===== config.mk =====
export PLATFORM = sky130hd
export DESIGN_NAME = sparse_polynomial_evaluator_unit
export DESIGN_NICKNAME = d
export VERILOG_FILES = /design/src/rtl/spe_pkg.sv /design/src/rtl/spe_ctrl.sv /design/src/rtl/spe_dp.sv /design/src/rtl/sparse_polynomial_evaluator_unit.sv
export SDC_FILE = /design/constraint.sdc
export NUM_CORES = 2
export LEC_CHECK = 0
export BUFFER_PORTS_ARGS = -buffer_cell sky130_fd_sc_hd__buf_4
export CORE_MARGIN = 3
export CORE_UTILIZATION = 55
export CTS_CLUSTER_DIAMETER = 30
export DETAILED_ROUTE_END_ITERATION = 16
export PLACE_DENSITY = 0.71
export SLEW_MARGIN = 20
export SYNTH_ARGS = -nofsm -noshare
export SYNTH_HDL_FRONTEND = slang
export SYNTH_SLANG_ARGS = --single-unit

===== constraint.sdc =====
create_clock -name clk -period 7.8 [get_ports clk]
set_clock_uncertainty 0.1 [all_clocks]
set_input_delay 0 -clock clk [delete_from_list [all_inputs] [get_ports clk]]
set_output_delay 0 -clock clk [all_outputs]
set_load 0.005 [all_outputs]

===== src/rtl/spe_pkg.sv =====
package spe_pkg;

    // Defaults for the top-level parameters
    localparam int MAX_TERMS_DEF    = 16;
    localparam int MAX_EXPONENT_DEF = 15;

    // Fixed field widths
    localparam int REQ_W     = 2;
    localparam int COEF_W    = 16;
    localparam int EXP_W     = 4;
    localparam int X_W       = 16;
    localparam int VAL_W     = 40;
    localparam int CNT_OUT_W = 5;

    // Request codes
    localparam logic [REQ_W-1:0] REQ_INS_FRONT = 2'd0;
    localparam logic [REQ_W-1:0] REQ_INS_BACK  = 2'd1;
    localparam logic [REQ_W-1:0] REQ_EVAL      = 2'd2;

    // Q32.8 saturation bounds
    localparam logic signed [VAL_W-1:0] VAL_MAX = {1'b0, {(VAL_W-1){1'b1}}};
    localparam logic signed [VAL_W-1:0] VAL_MIN = {1'b1, {(VAL_W-1){1'b0}}};

    // One stored term
    typedef struct packed {
        logic signed [COEF_W-1:0] coef;
        logic        [EXP_W-1:0]  expo;
    } term_t;

    typedef enum logic [3:0] {
        ST_IDLE,
        ST_DECODE,
        ST_INSERT,
        ST_READ,
        ST_LOAD,
        ST_MUL,
        ST_ROUND,
        ST_ACC,
        ST_FINISH
    } state_t;

    // Controller to datapath
    typedef struct packed {
        logic latch_req;
        logic clear_eval;
        logic do_insert;
        logic mem_read;
        logic load_term;
        logic mul_step;
        logic round_step;
        logic acc_step;
        logic load_out;
    } cmd_t;

    // Datapath to controller
    typedef struct packed {
        logic [REQ_W-1:0] req_code;
        logic             terms_left;
        logic             rd_exp_zero;
        logic             exp_last;
        logic             out_free;
    } stat_t;

endpackage


===== src/rtl/spe_ctrl.sv =====
module spe_ctrl (
    input  logic           clk,
    input  logic           rst_n,
    input  logic           in_valid,
    output logic           in_ready,
    input  spe_pkg::stat_t st,
    output spe_pkg::cmd_t  cmd
);

    spe_pkg::state_t state_reg;
    spe_pkg::state_t state_next;

    // State register
    always_ff @(posedge clk or negedge rst_n)
    begin
        if (!rst_n)
        begin
            state_reg <= spe_pkg::ST_IDLE;
        end
        else
        begin
            state_reg <= state_next;
        end
    end

    // Next state and commands
    always_comb
    begin
        state_next = state_reg;
        cmd        = '0;
        in_ready   = 1'b0;
        unique case (state_reg)
            spe_pkg::ST_IDLE:
            begin
                in_ready = 1'b1;
                if (in_valid)
                begin
                    cmd.latch_req = 1'b1;
                    state_next    = spe_pkg::ST_DECODE;
                end
            end
            spe_pkg::ST_DECODE:
            begin
                cmd.clear_eval = 1'b1;
                unique case (st.req_code)
                    spe_pkg::REQ_INS_FRONT,
                    spe_pkg::REQ_INS_BACK: state_next = spe_pkg::ST_INSERT;
                    spe_pkg::REQ_EVAL:     state_next = spe_pkg::ST_READ;
                    default:               state_next = spe_pkg::ST_FINISH;
                endcase
            end
            spe_pkg::ST_INSERT:
            begin
                cmd.do_insert = 1'b1;
                state_next    = spe_pkg::ST_FINISH;
            end
            spe_pkg::ST_READ:
            begin
                if (st.terms_left)
                begin
                    cmd.mem_read = 1'b1;
                    state_next   = spe_pkg::ST_LOAD;
                end
                else
                begin
                    state_next = spe_pkg::ST_FINISH;
                end
            end
            spe_pkg::ST_LOAD:
            begin
                cmd.load_term = 1'b1;
                state_next    = st.rd_exp_zero ? spe_pkg::ST_ACC : spe_pkg::ST_MUL;
            end
            spe_pkg::ST_MUL:
            begin
                cmd.mul_step = 1'b1;
                state_next   = spe_pkg::ST_ROUND;
            end
            spe_pkg::ST_ROUND:
            begin
                cmd.round_step = 1'b1;
                state_next     = st.exp_last ? spe_pkg::ST_ACC : spe_pkg::ST_MUL;
            end
            spe_pkg::ST_ACC:
            begin
                cmd.acc_step = 1'b1;
                state_next   = spe_pkg::ST_READ;
            end
            spe_pkg::ST_FINISH:
            begin
                if (st.out_free)
                begin
                    cmd.load_out = 1'b1;
                    state_next   = spe_pkg::ST_IDLE;
                end
            end
            default:
            begin
                state_next = spe_pkg::ST_IDLE;
            end
        endcase
    end

endmodule


===== src/rtl/spe_dp.sv =====
module spe_dp #(
    parameter int MAX_TERMS    = spe_pkg::MAX_TERMS_DEF,
    parameter int MAX_EXPONENT = spe_pkg::MAX_EXPONENT_DEF
) (
    input  logic                                 clk,
    input  logic                                 rst_n,
    input  spe_pkg::cmd_t                        cmd,
    output spe_pkg::stat_t                       st,
    input  logic [spe_pkg::REQ_W-1:0]            req_type,
    input  logic signed [spe_pkg::COEF_W-1:0]    coefficient,
    input  logic [spe_pkg::EXP_W-1:0]            exponent,
    input  logic signed [spe_pkg::X_W-1:0]       x_value,
    output logic                                 out_valid,
    input  logic                                 out_ready,
    output logic signed [spe_pkg::VAL_W-1:0]     result_value,
    output logic                                 overflow,
    output logic                                 rejected,
    output logic [spe_pkg::CNT_OUT_W-1:0]        term_count
);

    localparam int IDX_W = (MAX_TERMS > 1) ? $clog2(MAX_TERMS) : 1;
    localparam int CNT_W = $clog2(MAX_TERMS + 1);
    localparam int SUM_W = IDX_W + 1;
    localparam int VW    = spe_pkg::VAL_W;

    // Term store
    spe_pkg::term_t mem [MAX_TERMS];
    spe_pkg::term_t rd_data_reg;

    // Ring control
    logic [IDX_W-1:0] head_reg;
    logic [CNT_W-1:0] count_reg;
    logic [IDX_W-1:0] rd_ptr_reg;
    logic [CNT_W-1:0] k_reg;

    // Latched request
    logic [spe_pkg::REQ_W-1:0]         req_reg;
    logic signed [spe_pkg::COEF_W-1:0] coef_reg;
    logic [spe_pkg::EXP_W-1:0]         exp_reg;
    logic signed [spe_pkg::X_W-1:0]    x_reg;

    // Evaluation datapath
    logic signed [VW-1:0]      p_reg;
    logic [spe_pkg::EXP_W-1:0] e_reg;
    logic signed [40:0]        plo_reg;
    logic signed [31:0]        phi_reg;
    logic                      neg_reg;
    logic signed [VW-1:0]      acc_reg;
    logic                      ovf_reg;
    logic                      rej_reg;

    // Output beat
    logic                               out_valid_reg;
    logic signed [VW-1:0]               val_out_reg;
    logic                               ovf_out_reg;
    logic                               rej_out_reg;
    logic [spe_pkg::CNT_OUT_W-1:0]      cnt_out_reg;

    logic                      full;
    logic [IDX_W-1:0]          front_pos;
    logic [SUM_W-1:0]          back_sum;
    logic [IDX_W-1:0]          back_pos;
    logic [IDX_W-1:0]          ins_pos;
    logic [spe_pkg::EXP_W-1:0] exp_clamped;
    logic [IDX_W-1:0]          rd_ptr_inc;
    logic signed [40:0]        plo_next;
    logic signed [31:0]        phi_next;
    logic signed [55:0]        rnd_sum;
    logic signed [47:0]        rnd_val;
    logic signed [VW-1:0]      rnd_sat;
    logic                      rnd_ovf;
    logic signed [VW:0]        acc_sum;
    logic signed [VW-1:0]      acc_sat;
    logic                      acc_ovf;

    // Insert position and clamped exponent
    always_comb
    begin
        full        = (count_reg == CNT_W'(MAX_TERMS));
        front_pos   = (head_reg == '0) ? IDX_W'(MAX_TERMS - 1) : head_reg - 1'b1;
        back_sum    = {1'b0, head_reg} + SUM_W'(count_reg);
        back_pos    = (back_sum >= SUM_W'(MAX_TERMS)) ?
                      IDX_W'(back_sum - SUM_W'(MAX_TERMS)) : back_sum[IDX_W-1:0];
        ins_pos     = (req_reg == spe_pkg::REQ_INS_FRONT) ? front_pos : back_pos;
        exp_clamped = (int'(exp_reg) > MAX_EXPONENT) ?
                      spe_pkg::EXP_W'(MAX_EXPONENT) : exp_reg;
        rd_ptr_inc  = (rd_ptr_reg == IDX_W'(MAX_TERMS - 1)) ? '0 : rd_ptr_reg + 1'b1;
    end

    // Split multiply: low 24 bits unsigned, high 16 bits signed
    always_comb
    begin
        plo_next = $signed({1'b0, p_reg[23:0]}) * x_reg;
        phi_next = $signed(p_reg[VW-1:24]) * x_reg;
    end

    // Recombine, round half away from zero, saturate
    always_comb
    begin
        rnd_sum = $signed({phi_reg, 24'b0}) + $signed({{15{plo_reg[40]}}, plo_reg})
                + (neg_reg ? 56'sd127 : 56'sd128);
        rnd_val = rnd_sum[55:8];
        rnd_ovf = 1'b1;
        if (rnd_val > 48'(spe_pkg::VAL_MAX))
        begin
            rnd_sat = spe_pkg::VAL_MAX;
        end
        else if (rnd_val < 48'(spe_pkg::VAL_MIN))
        begin
            rnd_sat = spe_pkg::VAL_MIN;
        end
        else
        begin
            rnd_sat = rnd_val[VW-1:0];
            rnd_ovf = 1'b0;
        end
    end

    // Running sum with saturation
    always_comb
    begin
        acc_sum = (VW+1)'(acc_reg) + (VW+1)'(p_reg);
        acc_ovf = 1'b1;
        if (acc_sum > (VW+1)'(spe_pkg::VAL_MAX))
        begin
            acc_sat = spe_pkg::VAL_MAX;
        end
        else if (acc_sum < (VW+1)'(spe_pkg::VAL_MIN))
        begin
            acc_sat = spe_pkg::VAL_MIN;
        end
        else
        begin
            acc_sat = acc_sum[VW-1:0];
            acc_ovf = 1'b0;
        end
    end

    // Term store write and registered read
    always_ff @(posedge clk)
    begin
        if (cmd.do_insert && !full)
        begin
            mem[ins_pos] <= '{coef: coef_reg, expo: exp_clamped};
        end
        if (cmd.mem_read)
        begin
            rd_data_reg <= mem[rd_ptr_reg];
        end
    end

    // Control state: ring pointers and output valid
    always_ff @(posedge clk or negedge rst_n)
    begin
        if (!rst_n)
        begin
            head_reg      <= '0;
            count_reg     <= '0;
            out_valid_reg <= 1'b0;
        end
        else
        begin
            if (cmd.do_insert && !full)
            begin
                if (req_reg == spe_pkg::REQ_INS_FRONT)
                begin
                    head_reg <= front_pos;
                end
                count_reg <= count_reg + 1'b1;
            end
            if (cmd.load_out)
            begin
                out_valid_reg <= 1'b1;
            end
            else if (out_ready)
            begin
                out_valid_reg <= 1'b0;
            end
        end
    end

    // Payload registers
    always_ff @(posedge clk)
    begin
        if (cmd.latch_req)
        begin
            req_reg  <= req_type;
            coef_reg <= coefficient;
            exp_reg  <= exponent;
            x_reg    <= x_value;
        end
        if (cmd.clear_eval)
        begin
            acc_reg    <= '0;
            ovf_reg    <= 1'b0;
            rej_reg    <= 1'b0;
            rd_ptr_reg <= head_reg;
            k_reg      <= '0;
        end
        if (cmd.do_insert && full)
        begin
            rej_reg <= 1'b1;
        end
        if (cmd.load_term)
        begin
            p_reg <= $signed({{(VW-spe_pkg::COEF_W-8){rd_data_reg.coef[spe_pkg::COEF_W-1]}},
                              rd_data_reg.coef, 8'b0});
            e_reg <= rd_data_reg.expo;
        end
        if (cmd.mul_step)
        begin
            plo_reg <= plo_next;
            phi_reg <= phi_next;
            neg_reg <= p_reg[VW-1] ^ x_reg[spe_pkg::X_W-1];
        end
        if (cmd.round_step)
        begin
            p_reg <= rnd_sat;
            e_reg <= e_reg - 1'b1;
            if (rnd_ovf)
            begin
                ovf_reg <= 1'b1;
            end
        end
        if (cmd.acc_step)
        begin
            acc_reg    <= acc_sat;
            rd_ptr_reg <= rd_ptr_inc;
            k_reg      <= k_reg + 1'b1;
            if (acc_ovf)
            begin
                ovf_reg <= 1'b1;
            end
        end
        if (cmd.load_out)
        begin
            val_out_reg <= acc_reg;
            ovf_out_reg <= ovf_reg;
            rej_out_reg <= rej_reg;
            cnt_out_reg <= spe_pkg::CNT_OUT_W'(count_reg);
        end
    end

    // Status to controller
    always_comb
    begin
        st.req_code    = req_reg;
        st.terms_left  = (k_reg < count_reg);
        st.rd_exp_zero = (rd_data_reg.expo == '0);
        st.exp_last    = (e_reg == spe_pkg::EXP_W'(1));
        st.out_free    = !out_valid_reg || out_ready;
    end

    assign out_valid    = out_valid_reg;
    assign result_value = val_out_reg;
    assign overflow     = ovf_out_reg;
    assign rejected     = rej_out_reg;
    assign term_count   = cnt_out_reg;

    // Checks
    a_count_bound: assert property (@(posedge clk) disable iff (!rst_n)
        count_reg <= CNT_W'(MAX_TERMS))
        else $error("term count above capacity");

    a_ring_bound: assert property (@(posedge clk) disable iff (!rst_n)
        cmd.mem_read |-> (rd_ptr_reg <= IDX_W'(MAX_TERMS - 1)) &&
                         (head_reg <= IDX_W'(MAX_TERMS - 1)))
        else $error("ring pointer out of range");

    a_insert_count: assert property (@(posedge clk) disable iff (!rst_n)
        cmd.do_insert && !full |=> count_reg == $past(count_reg) + 1'b1)
        else $error("accepted insert did not grow the store");

    a_reject_full: assert property (@(posedge clk) disable iff (!rst_n)
        cmd.load_out && rej_reg |-> full)
        else $error("reject flagged with room in the store");

endmodule


===== src/rtl/sparse_polynomial_evaluator_unit.sv =====
// Sparse polynomial evaluator: ring store of terms, evaluated one multiply at a time.
// Insert: the request passes the decode and insert states, and the finish state registers the result beat.
// Evaluate: each term is read and loaded, then each power step passes through the shared
// split multiplier and the round/saturate stage before the term is accumulated.
// One request at a time: a new beat is not taken until the last one has finished; the next beat
// is taken while a result waits. Reset (rst_n low, asynchronous) empties the store.
module sparse_polynomial_evaluator_unit #(
    parameter int MAX_TERMS    = spe_pkg::MAX_TERMS_DEF,
    parameter int MAX_EXPONENT = spe_pkg::MAX_EXPONENT_DEF
) (
    input  logic                              clk,
    input  logic                              rst_n,
    input  logic                              in_valid,
    output logic                              in_ready,
    input  logic [spe_pkg::REQ_W-1:0]         req_type,
    input  logic signed [spe_pkg::COEF_W-1:0] coefficient,
    input  logic [spe_pkg::EXP_W-1:0]         exponent,
    input  logic signed [spe_pkg::X_W-1:0]    x_value,
    output logic                              out_valid,
    input  logic                              out_ready,
    output logic signed [spe_pkg::VAL_W-1:0]  result_value,
    output logic                              overflow,
    output logic                              rejected,
    output logic [spe_pkg::CNT_OUT_W-1:0]     term_count
);

    spe_pkg::cmd_t  cmd;
    spe_pkg::stat_t st;

    spe_ctrl u_ctrl (
        .clk      (clk),
        .rst_n    (rst_n),
        .in_valid (in_valid),
        .in_ready (in_ready),
        .st       (st),
        .cmd      (cmd)
    );

    spe_dp #(
        .MAX_TERMS    (MAX_TERMS),
        .MAX_EXPONENT (MAX_EXPONENT)
    ) u_dp (
        .clk          (clk),
        .rst_n        (rst_n),
        .cmd          (cmd),
        .st           (st),
        .req_type     (req_type),
        .coefficient  (coefficient),
        .exponent     (exponent),
        .x_value      (x_value),
        .out_valid    (out_valid),
        .out_ready    (out_ready),
        .result_value (result_value),
        .overflow     (overflow),
        .rejected     (rejected),
        .term_count   (term_count)
    );

endmodule

; ---- Yosys cells after proc, flatten, opt, wreduce, memory -nomap -nowiden
; Memory sizes are Yosys's and may differ from the RTL's. A register that Yosys moved wholly into a read port is not among the register bits.
; Index checks and enable logic that the tools add are counted.
[word_totals]
ff_bits = 268
ram_bits = 320
in_bits = 42
elab_cells = 124
memories = 1
[memory_table]
columns = memory, depth, width, read_ports, rd_clocked_by_memory_dff, write_ports, line_no
row1 = u_dp.mem, 16, 20, 1, 1, 1, spe_dp.sv:27  ; spe_pkg::term_t mem [MAX_TERMS];
[classes]
addsub = 10
multipliers = 2
order_cmp = 6
n_eq_ne = 15
mux = 52
bitwise = 1
n_reduce_logical = 15
[op_table]
columns = operator, n
row1 = two-way mux 40 bit, 8
row2 = adder 56 x 41 -> 56 bit, 1
row3 = adder 56 bit, 1
row4 = "greater-than comparator 48 x 40 -> 1 bit, second input constant", 1
row5 = "less-than comparator 48 x 40 -> 1 bit, second input constant", 1
row6 = two-way mux 4 bit, 11
row7 = adder 40 x 40 -> 41 bit, 1
row8 = "greater-than comparator 41 x 40 -> 1 bit, second input constant", 1
row9 = "less-than comparator 41 x 40 -> 1 bit, second input constant", 1
row10 = multiplier 25 x 16 -> 41 bit, 1
row11 = case mux 4 bit (9 select lines), 1
row12 = multiplier 16 x 16 -> 32 bit, 1
row13 = two-way mux 1 bit, 26
row14 = "equality test 4 x 3 -> 1 bit, second input constant", 4
row15 = logical NOT 4 bit, 3
row16 = "subtractor 4 x 1 -> 4 bit, second input constant", 3
row17 = "adder 5 x 1 -> 5 bit, second input constant", 2
row18 = two-way mux 5 bit, 2
row19 = "equality test 4 x 1 -> 1 bit, second input constant", 2
row20 = "equality test 4 x 2 -> 1 bit, second input constant", 2
row21 = "equality test 4 bit, second input constant", 2
row22 = two-way mux 8 bit, 1
row23 = case mux 4 bit (2 select lines), 1
row24 = nonzero test 2 bit, 3
row25 = 16 further kinds, 21

; ---- Depth between registers and ports, before layout
[logic_depth]
word_depth = 9
depth_mapped = 25
mapped_depth_nobuf = 24

; ---- Modules after synthesis
; From an unflattened synthesis, not the netlist that was laid out.
[hier_totals]
hier_cells = 4451
hier_area_um2 = 50025.5
[modules_own_cells]
columns = mod, n_inst, cells_each, area_per_inst_um2, seq_area_each_um2
row1 = spe_dp, 1, 4410, 49700.2, 18067.3
row2 = spe_ctrl, 1, 41, 325.3, 100.1

; ---- Least setup slack after synthesis
; No wires, ideal clock.
[synth_timing]
kind = register to register
start = reg u_dp.x_reg[15] in the netlist's numbering
end = reg u_dp.plo_reg[39] (data pin)
setup_time_ns = 0.258
arrival_time_ns = 6.568
required_ns = 7.442
path_slack_ns = 0.874
path_stages_with_launch = 23
path_buffers = 1
period_less_slack_ns = 6.926
cell_sequence = edfxtp_1 -> clkinv_1 -> clkbuf_1 -> nor2_1 -> fa_1 -> fa_1 -> fa_1 -> fa_1 -> fa_1 -> inv_1 -> fa_1 -> inv_1 -> ha_1 -> and3_1 -> and2_1 -> a221oi_1 -> o2bb2ai_1 -> o21ai_0 -> a31oi_1 -> o41ai_1 -> o2111ai_1 -> a21oi_1 -> xnor2_1
[synth_between]
elab_chain_cells = 1
[synth_rtl]
columns = element, line_no
row1 = start: declaration, spe_dp.sv:40  ; logic signed [spe_pkg::X_W-1:0] x_reg;
row2 = start signal: assignment, spe_dp.sv:190  ; x_reg <= x_value;
row3 = multiplier 25 x 16 -> 41 bit, spe_dp.sv:93  ; plo_next = $signed({1'b0, p_reg[23:0]}) * x_reg;
row4 = via u_dp.plo_next[39], spe_dp.sv:66  ; logic signed [40:0] plo_next;
row5 = end signal: assignment, spe_dp.sv:212  ; plo_reg <= plo_next;
row6 = end: declaration, spe_dp.sv:45  ; logic signed [40:0] plo_reg;
; The timed path passes the listed nets, and every way through them passes these cells.
; A chain may end at the register's enable or synchronous reset.

; ---- Worst setup path after layout
[layout_timing]
start = reg u_dp.x_reg[6] in the netlist's numbering
end = reg u_dp.plo_reg[32] (data pin)
; The elaborated chain is that of the path after synthesis.

==> summary.txt <==
Detailed routing
  – Count of antenna-violating nets left after detailed routing: 0
  – Mean number of vias per cell: 5.74
  – Iteration-0 DRC Markers: 2,728
  – Drt wl/cell: 22.1 um
  – Aggregate routed wire length: 126 mm
  – Initial DRT Pass Iterations: 6
  – Vias post-DR: 32,800
  – Number of design rule violations left after detail routing: 0

Placed design
  – Routability congestion estimate: slightly below 0.9
  – DPL Wire Length: ~90 mm
  – Total of buffers placed on input and output ports: 90

Critical path
  – Data arrival time at the worst-slack endpoint: 7.74 ns
  – Max FO, Critical Path: 27
  – Type of destination of the critical path: flip-flop
  – Critical path required time: between 8 and 9 ns
  – Worst Reg2Reg Path Length in Cells: 22
  – Capture point of the worst reg-to-reg path: u_dp.plo_reg[32]
  – Critical path type: reg2reg
  – Worst reg2reg path startpoint: u_dp.x_reg[6]
  – Critical path capture point: u_dp.plo_reg[32]
  – Startpoint type of the worst setup path: flip-flop
  – Beginning of the critical path: u_dp.x_reg[6]
  – Minimum setup slack among reg-to-reg paths: about 0.42 ns

Synthesis
  – Share of the synthesized area in the top cell type: 0.361
  – Post-synthesis async set-or-reset flop share: 0.0230
  – Seq cells post-synth: 608
  – Most area-hungry cell type in the Yosys netlist: sky130_fd_sc_hd__edfxtp_1
  – Cell with the most instances after synthesis: sky130_fd_sc_hd__inv_1
  – Synthesized net count: 5,174
  – Most numerous cell types in the synthesized netlist: 727 x sky130_fd_sc_hd__inv_1, 592 x sky130_fd_sc_hd__edfxtp_1, 570 x sky130_fd_sc_hd__fa_1, 448 x sky130_fd_sc_hd__nand2_1, 314 x sky130_fd_sc_hd__ha_1
  – Number of synthesized flops with an enable pin: 592
  – Main synth FF type: sky130_fd_sc_hd__edfxtp_1
  – Netlist cell types: 91
  – Top cells by area, synth: sky130_fd_sc_hd__edfxtp_1 36%, sky130_fd_sc_hd__fa_1 23%, sky130_fd_sc_hd__ha_1 8.0%
  – Ys Warns: 0
  – Mean instance size in the synthesized netlist: 11.6 um^2
  – Register area share after synthesis: 0.369
  – Area of the mapped netlist: 49,300 um^2
  – Count of mapped cells out of synthesis: 4,248

GRT
  – GR Util met2: 0.453
  – Met1 layer usage reported by global route: 0.386
  – Antenna violations before repair: 1
  – Vias in the first global route: about 35,000
  – Most utilized layer in the global route result: met2
  – GRT Total Usage: 0.278
  – GRT Residual Overflow: 0
  – Wire length of the first global-routing pass: 200 mm
  – Met3 track demand over resource in global routing: 0.0466
  – Pin count of the biggest net entering global routing: 84

Floorplanning
  – IO Pins: 91
  – Row cnt: around 110
  – Die area: 93,200 um^2
  – Core region area: 88,600 um^2
  – Die Wd: between 300 and 400 um
  – Initial cell density of the core: 0.556
  – Die Height: 305 um

Finish
  – Area used by multi-input combinational logic: 27,800 um^2
  – Sequential cell area: 18,200 um^2
  – Signed area change from the synthesized netlist to the final layout: 14.1%
  – Number of filler instances in the final layout: 6,740
  – Flip-flop count of the largest register after layout: 320
  – Net count reported at finish: 5,366
  – Layout cells sized above 1: 0.119
  – Antenna diode instance count: 0

Timing
  – Worst-Margin Slew: 1.05 ns
  – Rel. slew slack: 0.302
  – Minimum clock period: roughly 7.4 ns
  – Count of final max-slew check failures: 0
  – Final number of setup-violating endpoints: 0
  – F_max: 135 MHz
  – Tcrit/Tclk final: 0.947
  – Setup TNS after final layout: 0 ns
  – Final Hold Viols: 0
  – RSZ-0062 raised after global routing: false

CTS
  – Latest clock arrival within the worst-skew pair: between 0.6 and 0.7 ns
  – CTS sink count: just over 600
  – Maximum clock path buffer count: 3
  – Number of CTS-inserted buffers: 114
  – Clock slew at the register clock pins of the worst setup and hold paths: around 0.040 ns
  – CTS tree: built
  – Clock tree root buffer cell: sky130_fd_sc_hd__clkbuf_16
  – H-tree levels: 3

Status
  – Outcome: complete, no violations

Min path
  – Hold WC Path Type: in2reg
  – Min-delay src: x_value[8]

Run
  – Max-Cap Viols: 0
==> layer usage <==
| metal | share of wire | vias to the layer above |
|---|---|---|
| li1 | - | 14500 |
| met1 | 0.41 | 16600 |
| met5 | 0 | - |
| met3 | 0.074 | 240 |
| met4 | 0.031 | 0 |
| met2 | 0.48 | 1368 |
==> how the worst min path moves through the flow <==
stage | cells after the start | end | slack (ns)
after detailed placement | 1 | u_dp.count_reg[3] | -0.23
final | 2 | u_dp.x_reg[8] | 0.04
after global routing | 2 | u_dp.x_reg[6] | 0.02
after CTS | 2 | u_dp.x_reg[6] | 0.006
after global placement | 1 | u_dp.count_reg[3] | -0.23
after floorplan | 0 | u_ctrl.state_reg[0] | -0.40
==> cells in the final DEF, fill, tap and decap left out, types with 26 or more instances in the layout <==
| cell | netlist | routed |
|---|---|---|
| sky130_fd_sc_hd__nand2b_1 | 27 | 27 |
| sky130_fd_sc_hd__o21ai_0 | 103 | 101 |
| sky130_fd_sc_hd__xor2_1 | 59 | 59 |
| sky130_fd_sc_hd__xnor2_1 | 99 | 99 |
| sky130_fd_sc_hd__clkbuf_16 | 0 | 114 |
| sky130_fd_sc_hd__nor3_1 | 30 | 30 |
| sky130_fd_sc_hd__buf_4 | 5 | 179 |
| sky130_fd_sc_hd__o311ai_1 | 29 | 29 |
| sky130_fd_sc_hd__fa_1 | 570 | 570 |
| sky130_fd_sc_hd__a21oi_1 | 126 | 126 |
| sky130_fd_sc_hd__inv_1 | 727 | 727 |
| sky130_fd_sc_hd__and2_1 | 276 | 275 |
| sky130_fd_sc_hd__ha_1 | 314 | 314 |
| sky130_fd_sc_hd__and3_1 | 26 | 26 |
| sky130_fd_sc_hd__dlygate4sd3_1 | 0 | 70 |
| sky130_fd_sc_hd__nand3_1 | 34 | 34 |
| sky130_fd_sc_hd__a21o_1 | 66 | 66 |
| sky130_fd_sc_hd__edfxtp_1 | 592 | 592 |
| sky130_fd_sc_hd__nand2_1 | 448 | 447 |
| sky130_fd_sc_hd__mux4_2 | 100 | 100 |
| sky130_fd_sc_hd__nor2_1 | 161 | 142 |
==> cell families (layout without fill, tap and decap cells) <==
family | after synthesis | after routing | share of synthesized area
AOI/OAI and AO/OA | 508 | 508 | 0.0691
xor gates and xnor gates | 158 | 158 | 0.0281
adders and majority gates | 884 | 884 | 0.311
buffers and inverters | 905 | 1197 | 0.0698
DFF | 608 | 608 | 0.369
muxes | 103 | 103 | 0.0464
and+or+nand+nor | 1082 | 1082 | 0.107
==> what timing repair did <==
action | in CTS | in global routing
hold endpoints to repair | 64 | 0
endpoints found under the setup margin | 0 | 1
hold buffers | 70 | 0
gates resized for setup | 0 | 0
buffers inserted | 0 | 6
==> final cells by class <==
cell class                 count  share of cell area
multi-input combinational   2735               0.495
sequential                   608               0.323
clock buffer                 118              0.0510
inverter                     728              0.0486
timing repair buffer         253              0.0377
tap                         1165              0.0259
clock inverter                98              0.0188
==> critical path, stage by stage, from the launching register on <==
cell                        delay [ns]
sky130_fd_sc_hd__edfxtp_1         0.77
sky130_fd_sc_hd__buf_4            0.45
sky130_fd_sc_hd__and2_1           0.20
sky130_fd_sc_hd__fa_1             0.42
sky130_fd_sc_hd__inv_1            0.08
sky130_fd_sc_hd__fa_1             0.45
sky130_fd_sc_hd__fa_1             0.52
sky130_fd_sc_hd__inv_1            0.05
sky130_fd_sc_hd__fa_1             0.51
sky130_fd_sc_hd__fa_1             0.57
sky130_fd_sc_hd__inv_1            0.06
sky130_fd_sc_hd__fa_1             0.53
sky130_fd_sc_hd__inv_1            0.04
sky130_fd_sc_hd__ha_1             0.37
sky130_fd_sc_hd__and4_1           0.26
sky130_fd_sc_hd__nand2_1          0.10
sky130_fd_sc_hd__o21ai_0          0.32
sky130_fd_sc_hd__a211oi_1         0.09
sky130_fd_sc_hd__buf_4            0.18
sky130_fd_sc_hd__o31ai_1          0.22
sky130_fd_sc_hd__a21oi_1          0.18
sky130_fd_sc_hd__or4b_2           0.63
sky130_fd_sc_hd__o2111ai_1        0.12
==> stage by stage <==
step / std cells / setup WS [ns] / utilization / cell area, um^2 / hold WS [ns]
after floorplan: 4248 / 0.874 / - / 49300 / -0.396
after global placement: 5412 / 0.568 / 0.581 / 51500 / -0.231
after detailed placement: 5413 / 0.491 / 0.581 / 51500 / -0.229
after CTS: 5699 / 0.448 / 0.634 / 56200 / 0.00552
after global routing: 5705 / 0.0493 / 0.634 / 56200 / 0.0235
final: 5705 / 0.417 / 0.634 / 56200 / 0.0372
Power is left out: the tool's default activity adds up to more than one toggle a clock period on the data nets, which glitch-free logic cannot reach.
